## config.mk

```make
export PLATFORM = sky130hd
export DESIGN_NAME = averaged_knob_to_midi_cc
export DESIGN_NICKNAME = d
export VERILOG_FILES = /design/src/hw/rtl/akmc_pkg.sv /design/src/hw/rtl/akmc_ring.sv /design/src/hw/rtl/akmc_div.sv /design/src/hw/rtl/averaged_knob_to_midi_cc.sv
export VERILOG_INCLUDE_DIRS = /design/src /design/src/hw/rtl
export SDC_FILE = /design/constraint.sdc
export NUM_CORES = 1
export LEC_CHECK = 0
export BUFFER_PORTS_ARGS = -buffer_cell sky130_fd_sc_hd__clkbuf_2
export CAP_MARGIN = 5
export CORE_MARGIN = 2
export CORE_UTILIZATION = 45
export DETAILED_ROUTE_END_ITERATION = 10
export GPL_ROUTABILITY_DRIVEN = 0
export MAX_ROUTING_LAYER = met4
export SLEW_MARGIN = 25
export SYNTH_ARGS = -nofsm -noshare
export SYNTH_HDL_FRONTEND = slang
export SYNTH_SLANG_ARGS = --single-unit
```

## constraint.sdc

```tcl
create_clock -name clk -period 8.15 [get_ports clk]
set_clock_uncertainty 0.05 [all_clocks]
set_input_delay 1.63 -clock clk [delete_from_list [all_inputs] [get_ports clk]]
set_output_delay 1.63 -clock clk [all_outputs]
set_load 0.02 [all_outputs]
```

## src/hw/rtl/averaged_knob_to_midi_cc_assert.svh

```systemverilog
// Assertion macros for the averaged knob to MIDI control change block.
// Used by the top level only; the including module provides clk and arst_n.
`ifndef AVERAGED_KNOB_TO_MIDI_CC_ASSERT_SVH
`define AVERAGED_KNOB_TO_MIDI_CC_ASSERT_SVH
`ifndef ASSERT_OFF
`define AKMC_ASSERT_NOW(lbl, ante, cons, msg) \
	lbl: assert property (@(posedge clk) disable iff (!arst_n) (ante) |-> (cons)) \
		else $error(msg);
`define AKMC_ASSERT_NEXT(lbl, ante, cons, msg) \
	lbl: assert property (@(posedge clk) disable iff (!arst_n) (ante) |=> (cons)) \
		else $error(msg);
`else
`define AKMC_ASSERT_NOW(lbl, ante, cons, msg)
`define AKMC_ASSERT_NEXT(lbl, ante, cons, msg)
`endif
`endif

```

## src/hw/rtl/akmc_pkg.sv

```systemverilog
// Shared types and constants of the averaged knob to MIDI control change block.
// No dependencies.
package akmc_pkg;

	localparam int SAMPLE_W    = 10;
	localparam int VALUE_W     = 7;
	localparam int VALUE_SHIFT = 3;
	localparam int CHANNEL_W   = 4;
	localparam int CTRL_W      = 7;
	localparam int LAST_W      = 8;
	localparam int CFG_IDX_W   = 3;
	localparam int CFG_DATA_W  = 7;
	localparam int STEP_W      = 3;
	localparam int DIV_ALIGN   = VALUE_SHIFT + VALUE_W - 1;

	localparam logic [LAST_W-1:0]    NOTHING_SENT = 8'hFF;
	localparam logic [STEP_W-1:0]    LAST_STEP    = 3'(VALUE_W - 1);

	localparam logic [CFG_IDX_W-1:0] REG_AVERAGE_LENGTH   = 3'd0;
	localparam logic [CFG_IDX_W-1:0] REG_MIDI_CHANNEL     = 3'd1;
	localparam logic [CFG_IDX_W-1:0] REG_CHANNEL_SHIFT    = 3'd2;
	localparam logic [CFG_IDX_W-1:0] REG_CONTROLLER_BASE  = 3'd3;
	localparam logic [CFG_IDX_W-1:0] REG_CONTROLLER_SHIFT = 3'd4;

	typedef enum logic [1:0] {
		ST_IDLE,
		ST_UPD,
		ST_DIV,
		ST_DONE
	} state_t;

	typedef struct packed {
		logic clear;
		logic rd;
		logic push;
	} ring_ctl_t;

endpackage

```

## src/hw/rtl/akmc_ring.sv

```systemverilog
// Sample ring memory with running sum, write position and fill count.
// Depends on akmc_pkg.
module akmc_ring #(
	parameter int WINDOW_MAX = 64,
	parameter int AW = $clog2(WINDOW_MAX),
	parameter int LW = $clog2(WINDOW_MAX + 1),
	parameter int SW = akmc_pkg::SAMPLE_W + LW
) (
	input  logic                          clk,
	input  logic                          arst_n,
	input  akmc_pkg::ring_ctl_t           ctl,
	input  logic [akmc_pkg::SAMPLE_W-1:0] sample,
	input  logic [LW-1:0]                 len,
	output logic [SW-1:0]                 sum_next,
	output logic [LW-1:0]                 fill_next
);
	import akmc_pkg::*;

	logic [SAMPLE_W-1:0] ram [WINDOW_MAX];
	logic [SAMPLE_W-1:0] rd_q;
	logic [SW-1:0]       sum_q;
	logic [AW-1:0]       pos_q;
	logic [LW-1:0]       fill_q;
	logic [LW-1:0]       pos_inc;
	logic [AW-1:0]       pos_next;
	logic [SAMPLE_W-1:0] oldest;
	logic                full;

	always_ff @(posedge clk) begin
		if (ctl.rd) begin
			rd_q <= ram[pos_q];
		end
		if (ctl.push) begin
			ram[pos_q] <= sample;
		end
	end

	// Slots beyond the fill count have not been written since the last clear.
	assign full      = (fill_q == len);
	assign oldest    = full ? rd_q : '0;
	assign sum_next  = sum_q - SW'(oldest) + SW'(sample);
	assign fill_next = full ? fill_q : fill_q + LW'(1);
	assign pos_inc   = LW'(pos_q) + LW'(1);
	assign pos_next  = (pos_inc >= len) ? '0 : pos_inc[AW-1:0];

	always_ff @(posedge clk or negedge arst_n) begin
		if (!arst_n) begin
			sum_q  <= '0;
			pos_q  <= '0;
			fill_q <= '0;
		end else if (ctl.clear) begin
			sum_q  <= '0;
			pos_q  <= '0;
			fill_q <= '0;
		end else if (ctl.push) begin
			sum_q  <= sum_next;
			pos_q  <= pos_next;
			fill_q <= fill_next;
		end
	end

endmodule

```

## src/hw/rtl/akmc_div.sv

```systemverilog
// Bit-serial restoring divider giving the 7-bit control value sum / (8 * count).
// Depends on akmc_pkg.
module akmc_div #(
	parameter int LW = 7,
	parameter int SW = 17
) (
	input  logic                         clk,
	input  logic                         arst_n,
	input  logic                         start,
	input  logic [SW-1:0]                dividend,
	input  logic [LW-1:0]                count,
	output logic                         done,
	output logic [akmc_pkg::VALUE_W-1:0] quotient
);
	import akmc_pkg::*;

	logic [SW-1:0]      rem_q;
	logic [SW-1:0]      dsr_q;
	logic [VALUE_W-1:0] quo_q;
	logic [STEP_W-1:0]  step_q;
	logic               busy_q;
	logic               done_q;
	logic               fits;

	assign fits = (rem_q >= dsr_q);

	always_ff @(posedge clk or negedge arst_n) begin
		if (!arst_n) begin
			busy_q <= 1'b0;
			done_q <= 1'b0;
			step_q <= '0;
		end else begin
			done_q <= 1'b0;
			if (start) begin
				busy_q <= 1'b1;
				step_q <= '0;
			end else if (busy_q) begin
				step_q <= step_q + STEP_W'(1);
				if (step_q == LAST_STEP) begin
					busy_q <= 1'b0;
					done_q <= 1'b1;
				end
			end
		end
	end

	// One quotient bit per cycle, most significant first.
	always_ff @(posedge clk) begin
		if (start) begin
			rem_q <= dividend;
			dsr_q <= SW'(count) << DIV_ALIGN;
		end else if (busy_q) begin
			if (fits) begin
				rem_q <= rem_q - dsr_q;
			end
			quo_q <= {quo_q[VALUE_W-2:0], fits};
			dsr_q <= dsr_q >> 1;
		end
	end

	assign done     = done_q;
	assign quotient = quo_q;

endmodule

```

## src/hw/rtl/averaged_knob_to_midi_cc.sv

```systemverilog
// Averaged knob to MIDI control change: top level with control sequencer and result register.
// Depends on akmc_pkg, akmc_ring, akmc_div and averaged_knob_to_midi_cc_assert.svh.
//
// Each item on the input channel (in_valid, in_ready, adc_sample) is one 10-bit knob
// reading. With a window length of two or more the reading enters the sample ring and
// the running sum is divided by the fill count; otherwise the raw reading is used. The
// level is scaled to seven bits and an item appears on the output channel (out_valid,
// out_ready, cc_value, cc_channel, cc_controller) only when the value changes.
// From acceptance an item passes the sum update (only when averaging), the bit-serial
// divider, a step in which the divider reports completion and the change compare before
// it reaches the result register. The input is ready again only after the item has left
// the compare step, so a new item is not accepted before the last one is through.
// The result register holds a result until it is taken; while it is full, a further
// changed value waits in the compare step and the input is not ready.
// Reset clears the configuration, the running sum, the fill count and the write
// position; stale ring entries are never used because the fill count masks them, so no
// clearing pass is needed. A write to the window length restarts averaging the same way.
module averaged_knob_to_midi_cc #(
	parameter int WINDOW_MAX = 64
) (
	input  logic                             clk,
	input  logic                             arst_n,
	input  logic                             in_valid,
	output logic                             in_ready,
	input  logic [akmc_pkg::SAMPLE_W-1:0]    adc_sample,
	output logic                             out_valid,
	input  logic                             out_ready,
	output logic [akmc_pkg::VALUE_W-1:0]     cc_value,
	output logic [akmc_pkg::CHANNEL_W-1:0]   cc_channel,
	output logic [akmc_pkg::CTRL_W-1:0]      cc_controller,
	input  logic                             cfg_we,
	input  logic [akmc_pkg::CFG_IDX_W-1:0]   cfg_index,
	input  logic [akmc_pkg::CFG_DATA_W-1:0]  cfg_data
);
	import akmc_pkg::*;

	localparam int LW = $clog2(WINDOW_MAX + 1);
	localparam int SW = SAMPLE_W + LW;

	state_t                state_q;
	state_t                state_d;
	logic [CFG_DATA_W-1:0] average_length_q;
	logic [CHANNEL_W-1:0]  midi_channel_q;
	logic [CHANNEL_W-1:0]  channel_shift_q;
	logic [CTRL_W-1:0]     controller_base_q;
	logic [CTRL_W-1:0]     controller_shift_q;
	logic [SAMPLE_W-1:0]   sample_q;
	logic [LAST_W-1:0]     last_q;
	logic                  out_valid_q;
	logic [VALUE_W-1:0]    cc_value_q;
	logic [CHANNEL_W-1:0]  cc_channel_q;
	logic [CTRL_W-1:0]     cc_controller_q;

	logic [LW-1:0]         len;
	logic                  avg_on;
	ring_ctl_t             ring_ctl;
	logic [SW-1:0]         sum_next;
	logic [LW-1:0]         fill_next;
	logic                  div_start;
	logic [SW-1:0]         div_dividend;
	logic [LW-1:0]         div_count;
	logic                  div_done;
	logic [VALUE_W-1:0]    div_quotient;
	logic                  changed;
	logic                  slot_free;
	logic                  emit;

	assign len = (32'(average_length_q) > 32'(WINDOW_MAX)) ? LW'(WINDOW_MAX)
	                                                       : LW'(average_length_q);
	assign avg_on    = (len >= LW'(2));
	assign changed   = ({1'b0, div_quotient} != last_q);
	assign slot_free = !out_valid_q || out_ready;

	always_ff @(posedge clk or negedge arst_n) begin
		if (!arst_n) begin
			average_length_q   <= '0;
			midi_channel_q     <= '0;
			channel_shift_q    <= '0;
			controller_base_q  <= '0;
			controller_shift_q <= '0;
		end else if (cfg_we) begin
			unique case (cfg_index)
				REG_AVERAGE_LENGTH:   average_length_q   <= cfg_data;
				REG_MIDI_CHANNEL:     midi_channel_q     <= cfg_data[CHANNEL_W-1:0];
				REG_CHANNEL_SHIFT:    channel_shift_q    <= cfg_data[CHANNEL_W-1:0];
				REG_CONTROLLER_BASE:  controller_base_q  <= cfg_data[CTRL_W-1:0];
				REG_CONTROLLER_SHIFT: controller_shift_q <= cfg_data[CTRL_W-1:0];
				default: ;
			endcase
		end
	end

	always_comb begin
		state_d = state_q;
		unique case (state_q)
			ST_IDLE: begin
				if (in_valid) begin
					state_d = avg_on ? ST_UPD : ST_DIV;
				end
			end
			ST_UPD: state_d = ST_DIV;
			ST_DIV: begin
				if (div_done) begin
					state_d = ST_DONE;
				end
			end
			ST_DONE: begin
				if (!changed || slot_free) begin
					state_d = ST_IDLE;
				end
			end
			default: state_d = ST_IDLE;
		endcase
	end

	always_comb begin
		in_ready       = 1'b0;
		ring_ctl.clear = cfg_we && (cfg_index == REG_AVERAGE_LENGTH);
		ring_ctl.rd    = 1'b0;
		ring_ctl.push  = 1'b0;
		div_start      = 1'b0;
		div_dividend   = SW'(adc_sample);
		div_count      = LW'(1);
		emit           = 1'b0;
		unique case (state_q)
			ST_IDLE: begin
				in_ready = 1'b1;
				if (in_valid) begin
					ring_ctl.rd = avg_on;
					div_start   = !avg_on;
				end
			end
			ST_UPD: begin
				ring_ctl.push = 1'b1;
				div_start     = 1'b1;
				div_dividend  = sum_next;
				div_count     = fill_next;
			end
			ST_DIV: ;
			ST_DONE: emit = changed && slot_free;
			default: ;
		endcase
	end

	always_ff @(posedge clk or negedge arst_n) begin
		if (!arst_n) begin
			state_q     <= ST_IDLE;
			last_q      <= NOTHING_SENT;
			out_valid_q <= 1'b0;
		end else begin
			state_q <= state_d;
			if (emit) begin
				last_q      <= {1'b0, div_quotient};
				out_valid_q <= 1'b1;
			end else if (out_ready) begin
				out_valid_q <= 1'b0;
			end
		end
	end

	always_ff @(posedge clk) begin
		if (in_valid && in_ready) begin
			sample_q <= adc_sample;
		end
		if (emit) begin
			cc_value_q      <= div_quotient;
			cc_channel_q    <= midi_channel_q + channel_shift_q;
			cc_controller_q <= controller_base_q + controller_shift_q;
		end
	end

	akmc_ring #(
		.WINDOW_MAX (WINDOW_MAX)
	) u_ring (
		.clk       (clk),
		.arst_n    (arst_n),
		.ctl       (ring_ctl),
		.sample    (sample_q),
		.len       (len),
		.sum_next  (sum_next),
		.fill_next (fill_next)
	);

	akmc_div #(
		.LW (LW),
		.SW (SW)
	) u_div (
		.clk      (clk),
		.arst_n   (arst_n),
		.start    (div_start),
		.dividend (div_dividend),
		.count    (div_count),
		.done     (div_done),
		.quotient (div_quotient)
	);

	assign out_valid     = out_valid_q;
	assign cc_value      = cc_value_q;
	assign cc_channel    = cc_channel_q;
	assign cc_controller = cc_controller_q;

	`include "averaged_knob_to_midi_cc_assert.svh"

	`AKMC_ASSERT_NOW(a_done_in_div, div_done, state_q == ST_DIV, "divider finished outside the divide step")
	`AKMC_ASSERT_NOW(a_upd_after_idle, state_q == ST_UPD, $past(state_q) == ST_IDLE, "sum update without an accepted item")
	`AKMC_ASSERT_NEXT(a_emit_records, emit, out_valid && (last_q == {1'b0, cc_value}), "result register and last value disagree")

endmodule
```

==> flow_summary.toml, run 1 <==
[floorplanning]
die_h_um = 277.8
core_area_um2 = 74320
initial_core_util_pct = 45.39
placementRows = 100
die-area_um2 = 77180
die_w_um = 277.8
pin_count = 45

[routing]
first_pass_iters = 6
wl_per_cell_um = 26.37
antenna_left = 0
drc_errors = 0
drt-total-wl_um = 87890
drtIter0Drc = 2257
vias_per_cell = 6.002
vias = 20010

[synthesis]
synth.top_cell.area_share_pct = 63.11
yosysSeqAreaShare_pct = 69.24
syn_area_per_cell_um2 = 15.09
yosys-top-cells-area = "edfxtp_1 (63%), dfrtp_1 (5.0%), mux4_2 (3.4%)"
async_flop_share_pct = 9.458
syn_area_um2 = 33740
synth_enable_flop_cells = 709
yosysUniqueCellTypes = 88
synth-seq-cells = 793
synth_warnings = 0
netlist_instances = 2236
synth_area_leader_cell = "edfxtp_1"
syn-num-nets = 2331
ys.flop_type = "edfxtp_1"

[run]
max-cap-violations = 0

[hold_path]
holdPathStages = 0
min_to = "cc_value[6]"
min_from = "u_div.quotient[6]"
hold_class = "flop to flop"

[worst_setup_path]
rr_endpoint = "u_div.rem_q[16]"
r2r_start = "average_length_q[6]"
reg2reg_depth = 17
path_class = "flop to flop"
endpoint_kind = "flop"
cp_max_fo = 23
start_kind = "flop"
required_ps = 8480
r2r_slack_ps = 3390
critical_path_arrival_ps = 5090

[global_route]
grt_pass1_wl_um = 130600
grt_pass1_vias = 19710
grt-ovfl-total = 0
antenna_found_initial = 2
grt_util_all_layers_pct = 23.46
grt_max_degree = 76

[finish]
final_nets = 2392
seq_area_um2 = 23370
n_fill_cell = 6215
area_growth_pct = 12.29
multiInputGateArea_um2 = 9628
final_cell_mix = "edfxtp_1 (709), nand2_1 (125), nor2_1 (123)"
final_common_cell = "edfxtp_1"
drive_above_1_share_pct = 18.08

[clocking]
postCtsSetupRepairBufs = 0
clk_latency_ps = 650
hold_buffers = 0
cts_resized = 0
clk_pin_slew_ps = 60
cts_root_buf = "clkbuf_16"
cts_made_buffers = 82
max-clock-path-buffers = 3
clock-sinks = 793
cts_tree = "done"
cts_max_level = 3

[outcome]
status = "finished, final reports clean"

[place]
numPortBuffers = 44
dpl.hpwl_um = 53530
post-place-ws_ps = 3398

[timing]
period_needed_ps = 4764
worst_slew_pin_slew_ps = 1097
hold_violations = 0
drv_slew = 0
finalSetupViolations = 0
timing.setup.tns_ps = 0
fin_crit_sh_pct = 58.46
setup_ws_ps = 3386
max_freq_mhz = 209.9
timing.slew.headroom_pct = 26.61
rsz0062_at_grt = "no"

[power]
ir_drop_mv = 0.1991
power.density_nw_per_um2 = 359.2
leakagePower_uw = 0.01301
per-stage QoR:
stage / hold WS, ps / area (µm²) / power [µW] / utilization, % / cells
floorplan: 414.9 / 33740 / 8443 / - / 2236
global placement: 423.1 / 35040 / 9789 / 47.15 / 3182
detailed placement: 430.4 / 35140 / 9878 / 47.28 / 3182
CTS: 440.0 / 37840 / 13640 / 50.92 / 3331
global route: 452.6 / 37880 / 14250 / 50.97 / 3333
finish: 439.1 / 37880 / 13610 / 50.97 / 3333
synth_stat cells (19+ instances only):
library cell,count
edfxtp_1,709
nor2_1,175
nand2_1,125
inv_1,92
mux2i_1,91
a21oi_1,84
o21ai_0,75
a221oi_1,73
mux2_2,73
dfrtp_1,67
ha_1,57
clkbuf_1,53
mux4_2,51
a22oi_1,40
o22ai_1,37
buf_2,35
xnor2_1,26
nor3_1,22
xor2_1,22
nand3_1,19
registers in the layout, indices dropped and copies added (netlist names), 8 cells and up:
register and cells:
u_ring.ram 640, sample_q 10, u_ring.rd_q 10, u_div.dsr_q 16, u_div.rem_q 17, u_ring.sum_q 17
last_q 8
routing by layer:
metal / GRT usage, % / vias up / wire length, µm
li1: - / 8779 / -
met1: 31.56 / 10190 / 36730
met2: 36.67 / 864 / 41810
met3: 3.883 / 170 / 6585
met4: 7.526 / 0 / 2761
met5: - / - / 0
critical path, stage by stage, from the launching register on:
cell     delay [ps]
dfrtp_1         530
inv_2           170
or4b_1          530
o41ai_1          70
and4b_2         530
and2_1          190
ha_1            220
inv_1            60
ha_1            170
inv_1            80
fa_1            460
nor2b_1         160
o31a_1          200
o21ai_1         140
a21oi_2         320
nor2_1          130
mux2i_1         130
or3_1           360
layout make-up:
class | instances | share of cell area [%]
Tap cell | 969 | 3.200
Timing Repair Buffer | 95 | 1.608
Clock inverter | 41 | 1.215
Sequential cell | 793 | 61.69
Multi-Input combinational cell | 1230 | 25.41
Inverter | 95 | 0.9413
Antenna cell | 2 | 0.01321
Clock buffer | 108 | 5.922
where the power goes:
group          switching (µW)  total, µW  internal [µW]
combinational            2870       4580           1710
clock                    1590       3770           2180
sequential                263       5260           5000
total                    4720      13600           8890
logic make-up after synthesis:
| family | count (synthesis) | synth area share, % |
|---|---|---|
| compound gates | 446 | 9.157 |
| buf+inv | 213 | 2.704 |
| simple gates | 451 | 6.231 |
| mux | 215 | 8.541 |
| flops | 793 | 69.24 |
| xor+xnor | 48 | 1.246 |
| fa+ha+maj | 70 | 2.885 |
worst max-delay path by stage:
| stage | from | endpoint | slack, ps | cells past startpoint |
|---|---|---|---|---|
| floorplan | average_length_q[2] | u_ring.sum_q[16] | 3820 | 17 |
| global placement | average_length_q[6] | u_div.rem_q[16] | 3520 | 17 |
| detailed placement | average_length_q[6] | u_div.rem_q[16] | 3400 | 17 |
| CTS | average_length_q[6] | u_div.rem_q[16] | 3400 | 17 |
| global route | average_length_q[6] | u_div.rem_q[16] | 3080 | 17 |
| finish | average_length_q[6] | u_div.rem_q[16] | 3390 | 17 |
Note: power is estimated with default switching activity, not from simulation.
==> inputs of run 2 (changes only) <==
Clock period 8.15 ns to 4.2 ns, I/O delays scaled along.
==> run 2 against run 1 <==
  * The run now ends with negative setup slack left
  * Hold slack lost 270 ps
  * First-iteration DRC count is 2.9% lower
  * Combinational power increased by 110%
  * Final cell count up 3.4%
  * Global-route usage is 0.18 points higher
  * Largest cell class unchanged
  * Sequential share of layout area decreased by 1.7 points
  * Non-clock buffer count is 105 higher
==> flow_summary.toml, run 2 (synthesized netlist as in run 1, its figures left out) <==
[worst_setup_path]
cp_top_family = "simple AND/OR/NAND/NOR gates"
critPathBufInv = 2
required_ps = 4720
start_kind = "flop"
cp_cell_sequence = "or4_4 > nor3_2 > a211o_1 > buf_4 > and4b_2 > and2_4 > fa_1 > inv_2 > ha_4 > and3_4 > a221oi_4 > and2b_1 > a21oi_2 > or4_4 > a31o_1 > a21oi_2"
path_class = "flop to flop"
cp_num_cells = 16
reg2reg_depth = 16
endpoint_kind = "flop"
critPathSlowestCell = "or4_4"
slowest_delay_ps = 540
critical_path_arrival_ps = 4750
cp_max_fo = 5

[finish]
multiInputGateArea_um2 = 9657
drive_above_1_share_pct = 20.87
final_nets = 2501
fin_util_pct = 52.38
seq_area_um2 = 23370
area_growth_pct = 15.39
stdcell_count = 3447
final_common_cell = "edfxtp_1"
n_fill_cell = 6108
top_regs = "u_ring.ram x640, u_div.rem_q x17, u_ring.sum_q x17"
regMostFlops = "u_ring.ram"
largest_reg_flops = 640
final_cell_mix = "edfxtp_1 (709), nor2_1 (171), buf_4 (150)"

[global_route]
grt_max_degree = 76
grt_pass1_wl_um = 132700
grt_util_all_layers_pct = 23.65
grt-ovfl-total = 0
antenna_found_initial = 0
grt_pass1_vias = 20430

[routing]
drtIter0Drc = 2191
drt-total-wl_um = 88740
antenna_left = 0
first_pass_iters = 5
vias_per_cell = 5.869
wl_per_cell_um = 25.74
vias = 20230
drc_errors = 0

[place]
placedCellCount = 3283
dpl.hpwl_um = 55750
numPortBuffers = 44

[outcome]
violations = "negative setup slack"
status = "complete, but fails checks"

[floorplanning]
die-area_um2 = 77180
die_w_um = 277.8
die_h_um = 277.8
pin_count = 45
core_area_um2 = 74320
initial_core_util_pct = 45.39
placementRows = 100

[timing]
timing.slew.headroom_pct = 27.97
rsz0062_at_grt = "yes"
hold_violations = 0
drv_slew = 0
fin_crit_sh_pct = 100.8
worst_slew_pin_slew_ps = 1079
setup_ws_ps = -34.87
max_freq_mhz = 236.1
finalSetupViolations = 2
period_needed_ps = 4235

[clocking]
cts_root_buf = "clkbuf_16"
max-clock-path-buffers = 3
cts_made_buffers = 85
cts_tree = "done"
cts_max_level = 3
clk_latency_ps = 650
clock-sinks = 793
clk_pin_slew_ps = 60

[power]
leakagePower_uw = 0.01368
power.density_nw_per_um2 = 702.9
p_total_uw = 27360
ir_drop_mv = 0.3958

[run]
max-cap-violations = 0

[hold_path]
hold_class = "input pin to async pin"
[run 2: cell types whose count changed in the layout (fill, tap and decap cells not counted), moves of 4 or more]
cell	previous run	this run
and2_1	17	13
and2_4	0	4
buf_12	0	6
buf_4	51	150
bufinv_16	7	11
clkinvlp_4	1	5
ha_1	56	52
nor2_1	123	171
nor2_2	52	4
[run 2: worst reg2reg max path, delay by kind of cell, from the launching register on]
family / cells / cell delay, ps
AOI/OAI and AO/OA: 5 / 860
buffers and inverters: 2 / 220
adders and majority gates: 2 / 630
DFF: 1 / 380
and+or+nand+nor: 7 / 2050
[run 2: final cells by class]
class / count / area share, %
antenna: 1 / 0.006428
clock buffer: 104 / 5.756
clock inverter: 54 / 1.588
inverter: 95 / 0.9160
multi-input combinational: 1231 / 24.81
sequential: 793 / 60.03
tap: 969 / 3.114
timing repair buffer: 200 / 3.783
[run 2: worst paths after layout]
path | from | end | slack [ps]
min in group clk | out_ready | out_valid | 360
min reg2reg | last_q[7] | last_q[7] | 430
max reg2reg | average_length_q[4] | u_ring.sum_q[16] | -30
max in group asynchronous | arst_n | u_ring.pos_q[0] | 3320
max | average_length_q[4] | u_ring.sum_q[16] | -30
min | arst_n | u_ring.sum_q[5] | 170
[run 2: report_power, final]
part	switching, µW	internal, µW	leakage [µW]
clock network	3120	4500	0.00138
logic	5780	3760	0.00490
registers	496	9700	0.00741
[run 2: metrics by stage]
step	setup slack (ps)	hold slack, ps	area, µm²	TNS [ps]
6_report	-34.87	171.9	38930	-50.60
3_3_place_gp	-43.51	426.9	35920	-62.91
3_5_place_dp	-127.3	426.3	35920	-485.2
4_1_cts	-23.99	329.2	38810	-25.40
2_1_floorplan	-36.41	414.9	33790	-68.67
5_1_grt	-150.4	227.0	38930	-875.7
[run 2: metal layers]
layer	global-route usage, %	routed length (µm)
met5	-	0
met4	8.108	3326
met3	3.824	6889
met2	37.01	41970
met1	31.59	36550
[run 2: what timing repair did]
| action | 4_1_cts | 5_1_grt |
|---|---|---|
| endpoints found under the setup margin | 9 | 13 |
| gates cloned | 0 | 1 |
| buffers inserted | 0 | 4 |
| hold buffers | 0 | 0 |
| pin swaps | 0 | 9 |
| gates resized for setup | 8 | 16 |
==> inputs of run 3 (changes only) <==
Settings changed: CAP_MARGIN 5 to not set, PLACE_DENSITY_LB_ADDON set to 0.08.
==> run 3 against run 2 <==
  * Critical endpoint unchanged
  * Flip-flop and latch count is the same
  * The flow still finishes with violations (negative setup slack)
  * Critical path depth down 1
  * Final cell count up 0.35%
  * Routed wire length is 4.8% higher
==> flow_summary.toml, run 3 (synthesized netlist as in run 1, its figures left out) <==
[power]
p_int_uw = 17710
power.density_nw_per_um2 = 700.6
clock_power_share_pct = 25.9
p_sw_uw = 9544
seq_power_share_pct = 37.4
combPwrFrac_pct = 36.7
switching_share_pct = 35.02
ir_drop_mv = 0.3305
leakagePower_uw = 0.01367

[worst_setup_path]
reg2reg_depth = 15
critPathSlowestCell = "or4_4"
path_class = "flop to flop"
cp_cell_sequence = "or4_4 > nor3_4 > a211o_1 > and4b_4 > and2_4 > fa_1 > inv_2 > ha_4 > nor2b_4 > o31a_1 > o21ai_2 > a21oi_2 > or4_4 > a31o_1 > a21oi_2"
critPathBufInv = 1
endpoint_kind = "flop"
critical_path_arrival_ps = 4730
cp_max_fo = 5
start_kind = "flop"
slowest_delay_ps = 560
cp_num_cells = 15
required_ps = 4710
cp_top_family = "simple AND/OR/NAND/NOR gates"

[place]
dpl_cell_area_um2 = 36000
dpl.hpwl_um = 58180
numPortBuffers = 44
placedCellCount = 3293

[global_route]
grt_max_degree = 65
grt_pass1_wl_um = 137700
grt-ovfl-total = 0
grt_util_all_layers_pct = 24.84
grt_pass1_vias = 20600
antenna_found_initial = 1

[timing]
timing.setup.tns_ps = -12.11
rsz0062_at_grt = "yes"
drv_slew = 0
worst_slew_pin_slew_ps = 1067
fin_crit_sh_pct = 100.3
timing.slew.headroom_pct = 28.70
max_freq_mhz = 237.4
hold_violations = 0
period_needed_ps = 4212
finalSetupViolations = 1
setup_ws_ps = -12.11

[finish]
final_nets = 2518
top_regs = "u_ring.ram x640, u_div.rem_q x17, u_ring.sum_q x17"
stdcell_count = 3459
final_cell_mix = "edfxtp_1 (709), nor2_1 (167), buf_4 (167)"
drive_above_1_share_pct = 22.11
area_growth_pct = 15.30
regMostFlops = "u_ring.ram"
final_common_cell = "edfxtp_1"
design_area_um2 = 38900
largest_reg_flops = 640
n_fill_cell = 6165

[clocking]
cts_root_buf = "clkbuf_16"
clk_latency_ps = 650
clock-sinks = 793
cts_max_level = 3
clk_pin_slew_ps = 60
hold_buffers = 0
cts_made_buffers = 86
max-clock-path-buffers = 3
cts_tree = "done"

[floorplanning]
placementRows = 100
die-area_um2 = 77180
die_w_um = 277.8
initial_core_util_pct = 45.39
core_area_um2 = 74320
die_h_um = 277.8
pin_count = 45

[routing]
route.met3.wl_um = 5840
antenna_left = 0
drc_errors = 0
top_layer_used = "met4"
vias = 20530
wl_per_cell_um = 26.89
first_pass_iters = 6
vias_per_cell = 5.934
wl_met1_um = 38940
drt-total-wl_um = 93010
drtIter0Drc = 2124
met2_wirelength_um = 44460

[outcome]
status = "complete, but fails checks"
violations = "negative setup slack"

[run]
max-cap-violations = 0

[hold_path]
hold_class = "input pin to async pin"
-- run 3: per-layer routing --
| metal | vias up | track usage (%) |
|---|---|---|
| li1 | 9004 | - |
| met1 | 10540 | 32.89 |
| met2 | 762 | 39.22 |
| met3 | 216 | 3.327 |
| met4 | 0 | 9.619 |
| met5 | - | - |
-- run 3: timing repair --
item / in CTS / in global routing
gates cloned: 1 / 0
pin swaps: 2 / 21
buffers inserted: 3 / 7
endpoints found under the setup margin: 7 / 17
resized for setup: 10 / 34
-- run 3: layout make-up --
| class | instances | area [µm²] | area share, % |
|---|---|---|---|
| flip-flops and latches | 793 | 23370 | 60.08 |
| well taps | 969 | 1212 | 3.117 |
| repair buffers | 216 | 1580 | 4.063 |
| inverters | 95 | 356.6 | 0.9167 |
| multi-input cells | 1231 | 9772 | 25.12 |
| clock buffers | 109 | 2344 | 6.025 |
| diodes | 2 | 5.005 | 0.01287 |
| clock inverters | 44 | 260.3 | 0.6690 |
-- run 3: stage by stage --
step	power [µW]	setup WS [ps]	hold slack [ps]	util (%)
global placement	19650	-72.22	424.7	48.43
finish	27250	-12.11	183.5	52.34
CTS	27000	2.998	202.8	52.05
detailed placement	19780	-61.88	435.2	48.44
floorplan	16440	-36.41	414.9	-
global route	28600	-182.9	223.5	52.34
-- run 3: worst paths after layout --
| path | slack [ps] | to | from |
|---|---|---|---|
| max | -10 | u_ring.sum_q[16] | average_length_q[5] |
| min reg2reg | 440 | last_q[7] | last_q[7] |
| min in group clk | 350 | sample_q[8] | adc_sample[8] |
| max in group asynchronous | 2980 | average_length_q[4] | arst_n |
| min | 180 | u_ring.sum_q[4] | arst_n |
| max reg2reg | -10 | u_ring.sum_q[16] | average_length_q[5] |
-- run 3: worst register-to-register path: stages, from the launching register on --
cell,delay (ps)
dfrtp_1,380
or4_4,560
nor3_4,130
a211o_1,200
and4b_4,320
and2_4,170
fa_1,390
inv_2,80
ha_4,200
nor2b_4,120
o31a_1,310
o21ai_2,240
a21oi_2,120
or4_4,530
a31o_1,240
a21oi_2,120
-- run 3: power groups by stage --
| stage | sequential (µW) | clock (µW) | combinational (µW) |
|---|---|---|---|
| 2_1_floorplan | 10300 | 0 | 6110 |
| 3_3_place_gp | 10300 | 0 | 9330 |
| 3_5_place_dp | 10300 | 0 | 9440 |
| 4_1_cts | 10200 | 7200 | 9610 |
| 5_1_grt | 10200 | 7500 | 10900 |
| 6_report | 10200 | 7070 | 10000 |
